--- config.mk ---
export PLATFORM = sky130hd
export DESIGN_NAME = ppbfc_render
export DESIGN_NICKNAME = d
export VERILOG_FILES = /design/src/rtl/core/ppbfc_pkg.sv /design/src/rtl/core/ppbfc_render.sv
export SDC_FILE = /design/constraint.sdc
export NUM_CORES = 1
export LEC_CHECK = 0
export BUFFER_PORTS_ARGS = -buffer_cell sky130_fd_sc_hd__buf_2
export CAP_MARGIN = 25
export CELL_PAD_IN_SITES_DETAIL_PLACEMENT = 1
export CELL_PAD_IN_SITES_GLOBAL_PLACEMENT = 2
export CORE_UTILIZATION = 17
export DETAILED_ROUTE_END_ITERATION = 12
export GPL_ROUTABILITY_DRIVEN = 1
export PLACE_DENSITY_LB_ADDON = 0.1
export SYNTH_ARGS = -nofsm -noshare
export SYNTH_HDL_FRONTEND = slang
export SYNTH_SLANG_ARGS = --single-unit
--- constraint.sdc ---
create_clock -name vclk -period 5.21
set_input_delay 0.7815 -clock vclk [all_inputs]
set_output_delay 0.7815 -clock vclk [all_outputs]
set_load 0.1 [all_outputs]
--- src/rtl/core/ppbfc_pkg.sv ---
// Types and constants for the five-character offset formatter.
// No dependencies.
package ppbfc_pkg;

  localparam int unsigned NumCells = 10;

  localparam logic [6:0] ChSpace = 7'h20;
  localparam logic [6:0] ChMinus = 7'h2d;
  localparam logic [6:0] ChDot   = 7'h2e;
  localparam logic [6:0] ChSlash = 7'h2f;
  localparam logic [6:0] ChZero  = 7'h30;
  localparam logic [6:0] ChA     = 7'h41;
  localparam logic [6:0] ChK     = 7'h4b;
  localparam logic [6:0] ChM     = 7'h4d;
  localparam logic [6:0] ChN     = 7'h4e;

  typedef enum logic [2:0] {
    MODE_NA,
    MODE_SMALL,
    MODE_TENTHS,
    MODE_UNIT,
    MODE_KILO,
    MODE_MEGA
  } mode_t;

  typedef struct packed {
    logic        valid;
    mode_t       mode;
    logic        neg;
    logic [31:0] rem;
    logic [3:0]  d3;
    logic [3:0]  d2;
    logic [3:0]  d1;
    logic [3:0]  d0;
    logic [3:0]  d4;
  } cell_t;

endpackage

--- src/rtl/core/ppbfc_render.sv ---
// Output stage: picks the kept digits per range and lays out characters.
// Depends on ppbfc_pkg.
module ppbfc_render (
  input  ppbfc_pkg::cell_t  din,
  input  logic [39:0]       hist,
  output logic [6:0]        c0,
  output logic [6:0]        c1,
  output logic [6:0]        c2,
  output logic [6:0]        c3,
  output logic [6:0]        c4
);
  import ppbfc_pkg::*;

  // hist holds the ten digits, least significant at [3:0]
  logic [3:0] g [10];
  logic [6:0] sgn;
  logic [6:0] c [5];
  logic [3:0] s [5];
  logic [2:0] nd;
  logic [2:0] w;

  always_comb begin
    for (int i = 0; i < 10; i++) g[i] = hist[i*4 +: 4];
    sgn = din.neg ? ChMinus : ChSpace;
    for (int i = 0; i < 5; i++) begin
      c[i] = ChSpace;
      s[i] = 4'd0;
    end
    w = 3'd5;
    unique case (din.mode)
      MODE_KILO: begin
        w = 3'd4;
        for (int i = 0; i < 5; i++) s[i] = g[i + 5];
      end
      MODE_MEGA: begin
        w = 3'd4;
        s[0] = g[8];
        s[1] = g[9];
      end
      default: begin
        for (int i = 0; i < 5; i++) s[i] = g[i + 2];
      end
    endcase
    nd = 3'd1;
    for (int i = 1; i < 5; i++) if (s[i] != 4'd0) nd = 3'(i + 1);
    unique case (din.mode)
      MODE_NA: begin
        c[1] = ChN;
        c[2] = ChSlash;
        c[3] = ChA;
      end
      MODE_SMALL: begin
        c[0] = sgn;
        c[1] = ChZero + 7'(g[2]);
        c[2] = ChDot;
        c[3] = ChZero + 7'(g[1]);
        c[4] = ChZero + 7'(g[0]);
      end
      MODE_TENTHS: begin
        c[0] = sgn;
        c[1] = ChZero + 7'(g[3]);
        c[2] = ChZero + 7'(g[2]);
        c[3] = ChDot;
        c[4] = ChZero + 7'(g[1]);
      end
      default: begin
        if (din.mode != MODE_UNIT) c[4] = (din.mode == MODE_KILO) ? ChK : ChM;
        for (int i = 0; i < 5; i++) begin
          if (3'(i) < nd && 3'(i) < w) c[w - 3'd1 - 3'(i)] = ChZero + 7'(s[i]);
        end
        if (din.neg && nd < w) c[w - 3'd1 - nd] = ChMinus;
      end
    endcase
    c0 = c[0];
    c1 = c[1];
    c2 = c[2];
    c3 = c[3];
    c4 = c[4];
  end
endmodule

==> impl_metrics.csv <==
group,metric,value,unit
run_status,status,"finished clean",
setup_path,cp-end-kind,"output port",
setup_path,startpoint_type,"primary input",
worst_hold_path,hold_depth,3,
placed_design,finalWeightedCongestion,0.779,
layout,design.seq.count,0,
layout,regArea,0,um^2
routing,wl_per_cell,17.4,um
clock_network,cts_hold_buf,0,
routing,wirelength,6.37,mm
global_route,overflow,0,
global_route,grt_pass1_wl,9.93,mm
routing,viasPerCell,4.81,
sta,max_freq,0.198,GHz
clock_network,ctsResizeCount,0,
die,fp-row-count,31,
layout,design_area,0.00218,mm^2
global_route,antenna_found_initial,0,
flow_run,cap_violations,0,
power_and_ir_drop,p_leak,0.935,nW
placed_design,dp.cells,366,
global_route,grt_max_degree,33,
sta,slew_headroom,0.538,
placed_design,dp_hpwl,5.28,mm
routing,drtPass1Iterations,4,
die,coreArea,0.00745,mm^2
sta,worst_slack,0.159,ns
routing,first_iter_violations,57,
die,die_x,90.7,um
placed_design,place_ws,0.0712,ns
synth,syn_area_per_cell,6.73,um^2
setup_path,path_max_fanout,8,
power_and_ir_drop,fin_total_pwr,0.000425,W
synth,ys_seq_area_frac,0,
sta,setup-tns-final,0,ns
global_route,first_global_vias,1770,
layout,nClkBuffers,0,
power_and_ir_drop,max-vdd-ir-drop,0.105,mV
layout,antenna_cells,0,
layout,syn_to_final_growth,62.9,%
routing,vias,1762,
die,floorplan.die_area,0.00823,mm^2
sta,final_max_slew_viol_count,0,
sta,finalSetupViolations,0,
placed_design,placed_area,0.00216,mm^2
sta,hold_viol,0,
synth,syn_inst,199,
die,num_io_pins,132,
die,start_util,0.180,
placed_design,io_buffer_count,75,
sta,tightest_slew,0.691,ns
layout,final_cell_count_no_fill,366,
worst_hold_path,hp-class,"primary input to output port",
layout,fin_nets,369,
die,die_h,90.7,um
synth,yosysWarnings,0,
sta,fin_crit_sh,0.969,
power_and_ir_drop,power_density,195,mW/mm^2
sta,post-route-min-period,5.05,ns
layout,multiInputGateArea,0.00123,mm^2
clock_network,postCtsSetupRepairBufs,0,
synth,ys_types,59,
routing,drc,0,
setup_path,crit_required,4.43,ns
routing,ant_nets,0,
global_route,grtUsageTotal,0.150,
layout,drive_gt1_frac,0.446,
synth,syn_area,0.00134,mm^2
worst_hold_path,hold_end,"c4[0]",
setup_path,cp.arrival,4.27,ns
sta,rsz0062_at_grt,"true",
worst_hold_path,holdCritStartpoint,"hist[8]",
layout,fillers,931,
setup_path,crit_type,"primary input to output port",
-- cells in the mapped netlist, drive strengths merged (3+ instances only) --
cell type | n | share of area
mux2i | 11 | 0.092
nand2b | 3 | 0.014
nor4 | 6 | 0.060
inv | 12 | 0.034
nor2 | 17 | 0.060
o211ai | 3 | 0.017
nor2b | 3 | 0.016
buf | 8 | 0.050
o22a | 3 | 0.020
and2 | 4 | 0.024
clkbuf | 11 | 0.053
o21ai | 26 | 0.097
a31oi | 5 | 0.023
nand2 | 18 | 0.050
a21oi | 23 | 0.089
-- worst max-delay path by stage --
stage,endpoint,from
floorplan,c3[2],hist[16]
global placement,c1[3],hist[16]
detailed placement,c1[0],hist[16]
CTS,c1[3],hist[16]
global route,c1[2],hist[16]
finish,c1[3],hist[16]
-- logic make-up after synthesis --
| logic type | Yosys count | share of synthesized area |
|---|---|---|
| adders and majority gates | 3 | 0.0336 |
| buffers and inverters | 31 | 0.137 |
| muxes | 12 | 0.100 |
| and+or+nand+nor | 66 | 0.295 |
| AOI/OAI and AO/OA | 83 | 0.415 |
| xor gates and xnor gates | 2 | 0.0131 |
| other | 2 | 0.00561 |
-- report_power, final --
part	switching (W)	leakage [nW]	internal (W)	total, W
Sequential	0	0	0	0
Combinational	0.000292	0.935	0.000134	0.000425
Clock	0	0	0	0
Total	0.000292	0.935	0.000134	0.000425
-- placed cells by master (no fill, tap or decap), types with 2 or more instances in the layout --
cell type   n
o21ai_0    25
nor3_1      2
nor2b_1     2
nor3b_1     2
o211a_1     2
and2_2      2
nand2_1    18
o22a_1      3
nor4_2      2
and3_1      2
o31a_1      2
or2_2       2
ha_1        2
a2bb2oi_2   2
a21oi_2     5
nor4_1      2
a31oi_1     4
nand3_1     2
a21oi_1    18
buf_4      10
o211ai_1    3
mux2i_1    10
nand2b_1    3
buf_2      53
buf_12     22
nor4_4      2
or3_1       2
inv_1      10
and2_4      2
conb_1      4
nor2_1     16
-- layer usage --
metal / vias to the layer above / track usage / wire [um] / part of all wire
met4: 0 / 0.00538 / 0 / 0
met1: 843 / 0.214 / 3120 / 0.49
met3: 0 / 0.0160 / 325 / 0.051
met5: - / 0 / 0 / 0
met2: 56 / 0.254 / 2930 / 0.46
li1: 863 / - / - / -
-- stage by stage --
stage,hold WS [ns],utilization
finish,2.03,0.293
floorplan,1.88,-
CTS,2.03,0.290
global placement,2.02,0.290
global route,2.04,0.293
detailed placement,2.03,0.290
-- worst max-delay path: stages --
cell      delay [ns]
buf_2           0.11
or4_1           0.52
a21oi_1         0.23
inv_1           0.06
o221ai_1        0.22
o211ai_1        0.16
ha_1            0.22
fa_1            0.44
xnor2_2         0.29
nand2_1         0.13
mux2i_4         0.31
nand2_1         0.23
a31oi_1         0.34
buf_12          0.22
-- area by class of cell --
type               instances  share of cell area
multi-input cells        170               0.563
repair buffers            85               0.358
well taps                 99              0.0568
inverters                 12              0.0224
Note: power is estimated with default switching activity, not from simulation.
