[config.mk]
export PLATFORM = sky130hd
export DESIGN_NAME = ppbfc_front
export DESIGN_NICKNAME = d
export VERILOG_FILES = /design/src/rtl/core/ppbfc_pkg.sv /design/src/rtl/core/ppbfc_front.sv
export SDC_FILE = /design/constraint.sdc
export NUM_CORES = 1
export LEC_CHECK = 0
export BUFFER_PORTS_ARGS = -buffer_cell sky130_fd_sc_hd__buf_4
export CORE_MARGIN = 2
export CORE_UTILIZATION = 55
export CTS_BUF_LIST = sky130_fd_sc_hd__clkbuf_2
export CTS_CLUSTER_SIZE = 8
export DETAILED_ROUTE_END_ITERATION = 8
export HOLD_SLACK_MARGIN = 0.15
export PLACE_DENSITY = 0.8
export SLEW_MARGIN = 15
export SYNTH_ARGS = -nofsm -noshare
export SYNTH_HDL_FRONTEND = slang
export SYNTH_SLANG_ARGS = --single-unit
[constraint.sdc]
create_clock -name clk -period 13.3 [get_ports clk]
set_clock_uncertainty 0.05 [all_clocks]
set_input_delay 1.33 -clock clk [delete_from_list [all_inputs] [get_ports clk]]
set_output_delay 1.33 -clock clk [all_outputs]
set_load 0.02 [all_outputs]
[src/rtl/core/ppbfc_pkg.sv]
// Types and constants for the five-character offset formatter.
// No dependencies.
package ppbfc_pkg;

  localparam int unsigned NumCells = 10;

  localparam logic [6:0] ChSpace = 7'h20;
  localparam logic [6:0] ChMinus = 7'h2d;
  localparam logic [6:0] ChDot   = 7'h2e;
  localparam logic [6:0] ChSlash = 7'h2f;
  localparam logic [6:0] ChZero  = 7'h30;
  localparam logic [6:0] ChA     = 7'h41;
  localparam logic [6:0] ChK     = 7'h4b;
  localparam logic [6:0] ChM     = 7'h4d;
  localparam logic [6:0] ChN     = 7'h4e;

  typedef enum logic [2:0] {
    MODE_NA,
    MODE_SMALL,
    MODE_TENTHS,
    MODE_UNIT,
    MODE_KILO,
    MODE_MEGA
  } mode_t;

  typedef struct packed {
    logic        valid;
    mode_t       mode;
    logic        neg;
    logic [31:0] rem;
    logic [3:0]  d3;
    logic [3:0]  d2;
    logic [3:0]  d1;
    logic [3:0]  d0;
    logic [3:0]  d4;
  } cell_t;

endpackage

[src/rtl/core/ppbfc_front.sv]
// Entry stage: marker compare, magnitude, range select and rounding.
// Depends on ppbfc_pkg.
module ppbfc_front (
  input  logic              clk,
  input  logic              rst,
  input  logic              en,
  input  logic              in_valid,
  input  logic [31:0]       value,
  input  logic [31:0]       marker,
  output ppbfc_pkg::cell_t  dout
);
  import ppbfc_pkg::*;

  logic        neg;
  logic [31:0] mag;
  cell_t       nxt;

  always_comb begin
    neg = value[31];
    mag = neg ? (32'd0 - value) : value;
    nxt = '0;
    nxt.valid = in_valid;
    nxt.neg   = neg;
    priority if (value == marker) begin
      nxt.mode = MODE_NA;
    end else if (mag < 32'd1000) begin
      nxt.mode = MODE_SMALL;
      nxt.rem  = mag;
    end else if (mag < 32'd9995) begin
      nxt.mode = MODE_TENTHS;
      nxt.rem  = mag + 32'd5;
    end else if (mag < 32'd999950) begin
      nxt.mode = MODE_UNIT;
      nxt.rem  = mag + 32'd50;
    end else if (mag < 32'd99950000) begin
      nxt.mode = MODE_KILO;
      nxt.rem  = mag + 32'd50000;
    end else begin
      nxt.mode = MODE_MEGA;
      nxt.rem  = mag + 32'd50000000;
    end
  end

  always_ff @(posedge clk) begin
    if (rst) begin
      dout.valid <= 1'b0;
    end else if (en) begin
      dout.valid <= nxt.valid;
    end
    if (en) begin
      dout.mode <= nxt.mode;
      dout.neg  <= nxt.neg;
      dout.rem  <= nxt.rem;
      dout.d4   <= nxt.d4;
      dout.d3   <= nxt.d3;
      dout.d2   <= nxt.d2;
      dout.d1   <= nxt.d1;
      dout.d0   <= nxt.d0;
    end
  end
endmodule

==> run metrics, run 1 <==
status=finished, final reports clean; CP Capture Type=flop; top cell type's share of synthesized area=20.88%; Post-Synth XOR/XNOR Area=14.86%; fin crit share=45.85%; Sw Pwr=169.9 µW; GP Congestion=0.9582; Max Fanout on Critical Path=37; total negative setup slack=0 ns; largest net degree at the start of global routing=51; area of the multi-input gates=3702 µm²; Logic pwr share=47.8%; # fillers=roughly 820; Final Hold Viols=0; Tightest Pin Transition=0.9841 ns; Pins Over Slew Limit=0; Post-CTS Hold Buffers=0; simple-gate share of the synthesized area=29.48%; Clock Path Buffers=2; mapped cell area=a little over 5000 µm²; die area=10,210 µm²; Mapped Cells=660; row count=35; Flop pwr share=35.3%; crit path DAT=6.20 ns; Area growth syn-to-layout=13.77%; Power Density=between 70 and 80 nW/µm²; total of max-cap violations=0; DIE WIDTH=101.0 µm; Tot Pwr=427.1 µW; post-synthesis sequential area ratio=between 20% and 30%; Worst-Skew Late Latency=0.37 ns; Reg clk slew, reported paths=0.18 ns; initial antenna violation count=1; number of global-route vias before repair=4,952; fin util=between 60 and 70%; clock network power share=16.9%; total number of vias=roughly 5,300; top cells by area, synth=edfxtp_1 21%, xor2_1 8.5%, xnor2_1 6.1%, nor2_1 5.1%, nand2_1 3.4%; share of layout cells above drive strength 1=22.27%; vias per inst=roughly 6.4; Seq cells post-synth=37; max reg flops=37; Compound-Gate Fraction of Synth Area=a little over a fifth; routed wire length=16.18 mm; worst hold slack=0.4843 ns; DP HPWL=12.48 mm; Min Clock Period, post-route=a little over 6 ns; Max-slew headroom=34.03%; post-synthesis adder-cell area fraction=2.175%; crit start category=input port; CTS root buf=clkbuf_2; Mean Syn Cell Area=7.845 µm²; Synth warnings=0; Top FF cell, synth=edfxtp_1; DRC=0; CP Class=in -> reg; largest family of logic cells by synthesized area=simple AND/OR/NAND/NOR gates; DR pass1 iterations=7; Avg WL per Cell=19.38 µm; Core Box Area=9196 µm²; Leak Pwr=0.002239 µW; Die Y=roughly 100 µm; GRT overflow=0; placed cells=826; final setup vio count=0; first-pass GRT wire length=approximately 26 mm; TritonCTS Buffers=5; VDD IR-drop max=0.03371 mV; Layout Cells excl Fill=835; ys async rst share=0%; clk sinks=37; CTS resizes=0; internal power component=257.2 µW; initial DRC count=about 520; most common cell in the synthesized netlist=nor2_1; Commonest cells post-synth=70 x nor2_1, 50 x xor2_1, 47 x nand2_1; area leader, netlist=edfxtp_1; # nets final=799; Starting Density=56.30%; RSZ-0062 raised after global routing=no; Hold WC Path Type=reg -> reg; I/O pin cnt=approximately 130; Sequential Area=between 1000 and 1500 µm²; CTS tree=done; Net Sw Frac=39.77%; remaining antenna violation count=0; fmax=164.0 MHz; synth unique cells=83; mux contribution to synthesized area=around 2.2%; H-Tree Depth=2; setup bufs post-CTS=0; Most flops, register=dout; Total GRT Usage=31.77%; IO buf count=104; leading registers by flop count=dout (37); Critical Path RT=about 13 ns; EDFF count, synth=36
## cells by family after synthesis
group / Yosys count
compound gates: 150
xor+xnor: 87
fa+ha+maj: 9
buf+inv: 91
flops: 37
mux: 11
other cells: 1
simple gates: 274
## stage by stage
| stage | instance area (µm²) | setup slack [ns] |
|---|---|---|
| floorplan | 5249 | 7.975 |
| global placement | 5824 | 7.121 |
| detailed placement | 5824 | 6.863 |
| CTS | 5888 | 7.276 |
| global route | 5891 | 6.789 |
| finish | 5891 | 7.201 |
## critical path, stage by stage
cell and delay (ns):
buf_4 0.16, inv_1 0.07, ha_1 0.52, inv_1 0.19, o31ai_1 0.28, xnor2_1 0.23
ha_1 0.34, nor4b_1 0.31, a211oi_1 0.08, nand4_1 0.20, o21ai_1 0.12, a2111oi_0 0.49
o311ai_1 0.21, a31oi_4 0.79, mux2_2 0.41, o21ai_0 0.20, xor2_1 0.19, nor2_1 0.06
## placed cells by master (no fill, tap or decap), types with 12 or more instances in the layout
master    instances
o21ai_0          24
nor2_1           69
xor2_1           50
xnor2_1          36
conb_1           20
nand2_1          47
edfxtp_1         36
nand4_1          14
nor4_1           19
nand3_1          16
inv_1            18
or2_2            12
buf_4           108
a21oi_1          31
nor3_1           23
## per-layer routing
layer | up-vias | routed length [µm] | track usage (%) | share of wire (%)
li1 | 2512 | - | - | -
met1 | 2472 | 7149 | 46.69 | 44
met2 | 330 | 7287 | 49.13 | 45
met3 | 29 | 1444 | 3.121 | 8.9
met4 | 0 | 301 | 9.667 | 1.9
met5 | - | 0 | 0 | 0
## path summary, 6_finish.rpt
| path | start | endpoint | slack (ns) | cells after the start |
|---|---|---|---|---|
| max | value[0] | dout[35] | 7.20 | 18 |
| max reg2reg | dout[56] | dout[56] | 12.65 | 2 |
| min reg2reg | dout[56] | dout[56] | 0.48 | 2 |
| min | dout[56] | dout[56] | 0.48 | 2 |
## cell type report
class	count	area share [%]
Clock inverter	2	0.5735
Sequential cell	37	18.69
Clock buffer	6	0.5098
Inverter	19	1.211
Antenna cell	1	0.04248
Timing Repair Buffer	108	13.76
Tap cell	111	2.358
Multi-Input combinational cell	551	62.85
## power groups by stage
| stage | sequential (µW) | clock, µW | combinational, µW |
|---|---|---|---|
| finish | 151 | 72.2 | 204 |
| floorplan | 172 | 0 | 117 |
| detailed placement | 153 | 0 | 201 |
| global placement | 153 | 0 | 198 |
| CTS | 151 | 73.3 | 201 |
| global route | 152 | 76.1 | 220 |
No activity file was read; power rests on OpenSTA's default activity.
==> run 2: changes to the inputs <==
==> constraint.sdc (replaced) <==
create_clock -name clk -period 6.3 [get_ports clk]
set_clock_uncertainty 0.05 [all_clocks]
set_input_delay 0.63 -clock clk [delete_from_list [all_inputs] [get_ports clk]]
set_output_delay 0.63 -clock clk [all_outputs]
set_load 0.02 [all_outputs]
==> run 2 against run 1 <==
Routed wire length rose by 0.70%. Combinational power rose by 110%. Via count rose by 2.7%. Clock-buffer cell count did not move. Utilization fell by 0.12 points. Global-route usage fell by 0.25 points. Worst hold slack got worse by 0.19 ns. Clock power rose by 61%. Setup slack got worse by 6.1 ns. Cell area fell by 0.19%. Flip-flop and latch count did not move. Sequential power rose by 110%. Critical endpoint is now dout[28]. Largest cell class unchanged.
==> run metrics, run 2 (same netlist as run 1, synthesis figures left out) <==
status=finished, final reports clean (unchanged); Starting Density=56.30% (unchanged); IO buf count=104 (unchanged); Max Fanout on Critical Path=37 (unchanged); most frequent cells in the layout=110 x buf_4, 69 x nor2_1, 50 x xor2_1, 47 x nand2_1 (was 108 x buf_4, 69 x nor2_1, 50 x xor2_1, 47 x nand2_1); leading registers by flop count=dout (37) (unchanged); DR pass1 iterations=5 (was 7); Leak Pwr=0.002241 µW (was 0.002239 µW); Slowest cell on crit path=a31oi_4 (unchanged); Clock Path Buffers=2 (unchanged); share of layout cells above drive strength 1=22.62% (was 22.27%); routed wire length=16.30 mm (was 16.18 mm); clk sinks=37 (unchanged); Area growth syn-to-layout=13.56% (was 13.77%); fmax=193.1 MHz; CP Capture Type=flop (unchanged); initial DRC count=566 (was 518); Post-CTS Hold Buffers=0 (unchanged); die area=10,210 µm² (unchanged); Max-slew headroom=38.09% (was 34.03%); remaining antenna violation count=0 (unchanged); max reg flops=37 (unchanged); Layout Cells excl Fill=836 (was 835); final setup vio count=0 (unchanged); total number of vias=5,487 (was 5,343); row count=35 (unchanged); total of max-cap violations=0 (unchanged); GP Congestion=0.9648 (was 0.9582); antenna cells=0 (was 1); total negative setup slack=0 ns (unchanged); Most flops, register=dout (unchanged); DP HPWL=12.57 mm (was 12.48 mm); fin crit share=about 82%; placed cells=828 (was 826); setup bufs post-CTS=0 (unchanged); Core Box Area=9196 µm² (unchanged); Critical Path RT=6.41 ns (was 13.40 ns); crit path DAT=5.29 ns (was 6.20 ns); Pins Over Slew Limit=0 (unchanged); CP max stage delay=0.80 ns (was 0.79 ns); Avg WL per Cell=19.49 µm (was 19.38 µm); CTS tree=done (unchanged); Post-DP Area=5839 µm² (was 5824 µm²); CP top delay family=compound AO/OA/AOI/OAI gates (unchanged); critical-path cell list=buf_4 > or2_2 > o41ai_1 > xnor2_1 > ha_1 > nor4b_1 > a211oi_1 > nand4_1 > o21ai_1 > a2111oi_0 > o311ai_1 > a31oi_4 > o21ai_0 > a221oi_1 > a311oi_1 (was buf_4 > inv_1 > ha_1 > inv_1 > o31ai_1 > xnor2_1 > ha_1 > nor4b_1 > a211oi_1 > nand4_1 > o21ai_1 > a2111oi_0 > o311ai_1 > a31oi_4 > mux2_2 > o21ai_0 > xor2_1 > nor2_1); Worst-Skew Late Latency=0.40 ns (was 0.37 ns); Power Density=147.6 nW/µm² (was 72.51 nW/µm²); CP Class=in -> reg (unchanged); Total GRT Usage=31.52% (was 31.77%); number of global-route vias before repair=5,001 (was 4,952); GRT overflow=0 (unchanged); Tightest Pin Transition=0.9287 ns (was 0.9841 ns); vias per inst=6.563 (was 6.399); initial antenna violation count=0 (was 1); CTS root buf=clkbuf_2 (unchanged); CTS resizes=0 (unchanged); Die Y=101.0 µm (unchanged); DRC=0 (unchanged); Min Clock Period, post-route=5.179 ns; largest net degree at the start of global routing=51 (unchanged); Hold WC Path Type=in -> reg (was reg -> reg); crit start category=input port (unchanged); Finished Cell Area=5879 µm² (was 5891 µm²); Final Hold Viols=0 (unchanged); worst path bufs/invs=1 (was 3); # nets final=801 (was 799); RSZ-0062 raised after global routing=no (unchanged); TritonCTS Buffers=5 (unchanged); commonest non-fill, non-tap cell in the layout=buf_4 (unchanged); H-Tree Depth=2 (unchanged); DIE WIDTH=101.0 µm (unchanged); Reg clk slew, reported paths=0.19 ns (was 0.18 ns); Tot Pwr=867.8 µW (was 427.1 µW); I/O pin cnt=125 (unchanged); first-pass GRT wire length=25.51 mm (was 25.77 mm); VDD IR-drop max=0.06896 mV (was 0.03371 mV); worst hold slack=0.2992 ns (was 0.4843 ns)
[run 2: stage by stage]
stage	utilization, %	worst slack, ns
after floorplan	-	1.675
after global placement	63.50	1.121
after detailed placement	63.50	0.8613
after CTS	63.93	1.274
after global routing	63.93	0.8651
final	63.93	1.121
[run 2: report_power, final]
group | total (µW) | internal, µW | switching (µW)
registers | 318 | 309 | 8.85
logic | 433 | 166 | 267
clock network | 116 | 27.9 | 88.5
[run 2: layout make-up]
type / instances / area (µm²)
multi-input cells: 551 / 3702
fillers: 806 / 3317
flip-flops and latches: 37 / 1101
well taps: 111 / 138.9
inverters: 19 / 71.32
repair buffers: 110 / 825.8
clock buffers: 6 / 30.03
clock inverters: 2 / 10.01
[run 2: final timing paths]
path                                from  slack, ns        to  cells past startpoint
worst max-delay path            value[0]       1.12  dout[28]                     15
worst min-delay path                 rst       0.30  dout[56]                      2
worst max register to register  dout[56]       5.65  dout[56]                      2
worst min register to register  dout[56]       0.49  dout[56]                      2
[run 2: per-layer routing]
| layer | share of wire [%] | track usage, % | wire length, µm |
|---|---|---|---|
| met5 | 0 | 0 | 0 |
| met1 | 43 | 44.90 | 7033 |
| met2 | 45 | 49.90 | 7382 |
| met3 | 9.1 | 3.190 | 1480 |
| met4 | 2.4 | 10.50 | 399 |
==> run 3: changes to the inputs <==
==> constraint.sdc (replaced) <==
create_clock -name clk -period 5.4 [get_ports clk]
set_clock_uncertainty 0.05 [all_clocks]
set_input_delay 0.54 -clock clk [delete_from_list [all_inputs] [get_ports clk]]
set_output_delay 0.54 -clock clk [all_outputs]
set_load 0.02 [all_outputs]
==> run 3 against run 2 <==
Sequential share of layout area shrank 0.42 points. Setup slack worse by 0.34 ns. Cell area grew 2.3%. Non-clock buffer count up 18. Sequential power is 17% higher. Via count shrank 1.3%. Die area unchanged. Critical endpoint is now dout[37]. Critical path depth grew 2. Highest routed layer unchanged. Register-to-register slack got worse by 0.90 ns. Global-route usage increased by 0.97 points. Total power rose by 17%.
==> run metrics, run 3 (same netlist as run 1, synthesis figures left out) <==
status=finished, final reports clean (unchanged); CP max stage delay=0.49 ns (was 0.80 ns); Power Density=169.0 nW/µm² (was 147.6 nW/µm²); antenna cells=0 (unchanged); fmax=216.7 MHz; Avg WL per Cell=19.36 µm (was 19.49 µm); met3 GRT Util=3.537% (was 3.190%); total of max-cap violations=0 (unchanged); Starting Density=56.30% (unchanged); CP top delay family=compound AO/OA/AOI/OAI gates (unchanged); met1 GRT Util=47.33% (was 44.90%); DRC=0 (unchanged); # nets final=819 (was 801); commonest non-fill, non-tap cell in the layout=buf_4 (unchanged); Min Clock Period, post-route=about 4.6 ns; GP Congestion=0.9715 (was 0.9648); routed wire length=16.53 mm (was 16.30 mm); Max-slew headroom=38.54% (was 38.09%); Post-CTS Hold Buffers=0 (unchanged); RSZ-0062 raised after global routing=no (unchanged); worst hold slack=0.1890 ns (was 0.2992 ns); total number of vias=5,416 (was 5,487); Core Box Area=9196 µm² (unchanged); leading registers by flop count=dout (37) (unchanged); VDD IR-drop max=0.07737 mV (was 0.06896 mV); fin crit share=85.47%; CTS tree=done (unchanged); TritonCTS Buffers=5 (unchanged); CP Capture Type=flop (unchanged); Max Fanout on Critical Path=22 (was 37); area of the multi-input gates=3702 µm² (unchanged); initial antenna violation count=0 (unchanged); Total GRT Usage=32.49% (was 31.52%); met2 Use GR=50.82% (was 49.90%); Critical Path RT=5.51 ns (was 6.41 ns); IO buf count=104 (unchanged); Final Hold Viols=0 (unchanged); largest net degree at the start of global routing=38 (was 51); CTS root buf=clkbuf_2 (unchanged); placed cells=846 (was 828); DR pass1 iterations=6 (was 5); final setup margin=0.7845 ns (was 1.121 ns); CTS resizes=0 (unchanged); share of layout cells above drive strength 1=24.50% (was 22.62%); Slowest cell on crit path=a2111oi_0 (was a31oi_4); first-pass GRT wire length=26.14 mm (was 25.51 mm); clk sinks=37 (unchanged); worst path bufs/invs=2 (was 1); vias per inst=6.342 (was 6.563); crit start category=input port (unchanged); setup bufs post-CTS=0 (unchanged); Most flops, register=dout (unchanged); most frequent cells in the layout=128 x buf_4, 69 x nor2_1, 50 x xor2_1, 47 x nand2_1 (was 110 x buf_4, 69 x nor2_1, 50 x xor2_1, 47 x nand2_1); crit path DAT=4.73 ns (was 5.29 ns); number of global-route vias before repair=4,943 (was 5,001); Layout Cells excl Fill=854 (was 836); Clock Path Buffers=2 (unchanged); H-Tree Depth=2 (unchanged); Tightest Pin Transition=0.9154 ns (was 0.9287 ns); Area growth syn-to-layout=16.17% (was 13.56%); remaining antenna violation count=0 (unchanged); initial DRC count=504 (was 566); global route hottest layer=met2 (unchanged); DIE WIDTH=101.0 µm (unchanged); # fillers=777 (was 806); Leak Pwr=0.002327 µW (was 0.002241 µW); DP HPWL=13.16 mm (was 12.57 mm); Reg clk slew, reported paths=0.23 ns (was 0.19 ns); GRT overflow=0 (unchanged); critical-path cell list=buf_4 > or2_2 > o41ai_1 > xnor2_1 > ha_1 > nor4b_1 > a211oi_1 > nand4_1 > o21ai_1 > a2111oi_0 > o311ai_1 > a31oi_4 > buf_4 > nor2_1 > a211oi_2 > xnor2_1 > nor2_1 (was buf_4 > or2_2 > o41ai_1 > xnor2_1 > ha_1 > nor4b_1 > a211oi_1 > nand4_1 > o21ai_1 > a2111oi_0 > o311ai_1 > a31oi_4 > o21ai_0 > a221oi_1 > a311oi_1); Hold WC Path Type=in -> reg (unchanged); CP Class=in -> reg (unchanged); die area=10,210 µm² (unchanged); Worst-Skew Late Latency=0.41 ns (was 0.40 ns); final setup vio count=0 (unchanged); max reg flops=37 (unchanged); Pins Over Slew Limit=0 (unchanged); total negative setup slack=0 ns (unchanged); worst slack, placed=0.4124 ns (was 0.8613 ns); Die Y=101.0 µm (unchanged); row count=35 (unchanged); I/O pin cnt=125 (unchanged); Sequential Area=1101 µm² (unchanged)
-- run 3: cell count changes in the layout (fill, tap and decap cells not counted) --
cell and change:
buf_4 +18
-- run 3: cell type report --
cell class / instances / share of cell area (%)
clock buffers: 6 / 0.4993
clock inverters: 2 / 0.1664
inverters: 19 / 1.186
multi-input cells: 551 / 61.56
flip-flops and latches: 37 / 18.31
well taps: 111 / 2.309
repair buffers: 128 / 15.98
-- run 3: final timing paths --
kind                   end  slack, ns     start  cells past startpoint
setup / recovery  dout[37]       0.78  value[1]                     17
hold / removal    dout[56]       0.19       rst                      2
setup reg to reg  dout[56]       4.75  dout[56]                      2
hold reg to reg   dout[56]       0.49  dout[56]                      2
-- run 3: through the flow --
stage                     area [µm²]  power (µW)  util, %
after global placement          5974       871.5    64.97
after detailed placement        5974       880.9    64.97
after CTS                       6015        1015    65.40
after floorplan                 5249       713.4        -
after global routing            6015        1072    65.40
final                           6015        1017    65.40
-- run 3: worst register-to-register path, stage by stage, from the launching register on --
cell     delay, ns
dfxtp_1       0.36
mux2i_1       0.13
nor2_1        0.05
-- run 3: report_power, final --
part | switching (µW) | internal [µW] | leakage [µW] | total (µW)
Clock | 102 | 32.6 | 0.0000327 | 135
Sequential | 9.61 | 361 | 0.000360 | 371
Combinational | 313 | 198 | 0.00193 | 511
Total | 425 | 592 | 0.00233 | 1020
-- run 3: metal layers --
layer	share of wire (%)	wire length, µm
met1	44	7200
met2	46	7535
met3	8.9	1464
met4	2.0	331
met5	0	0
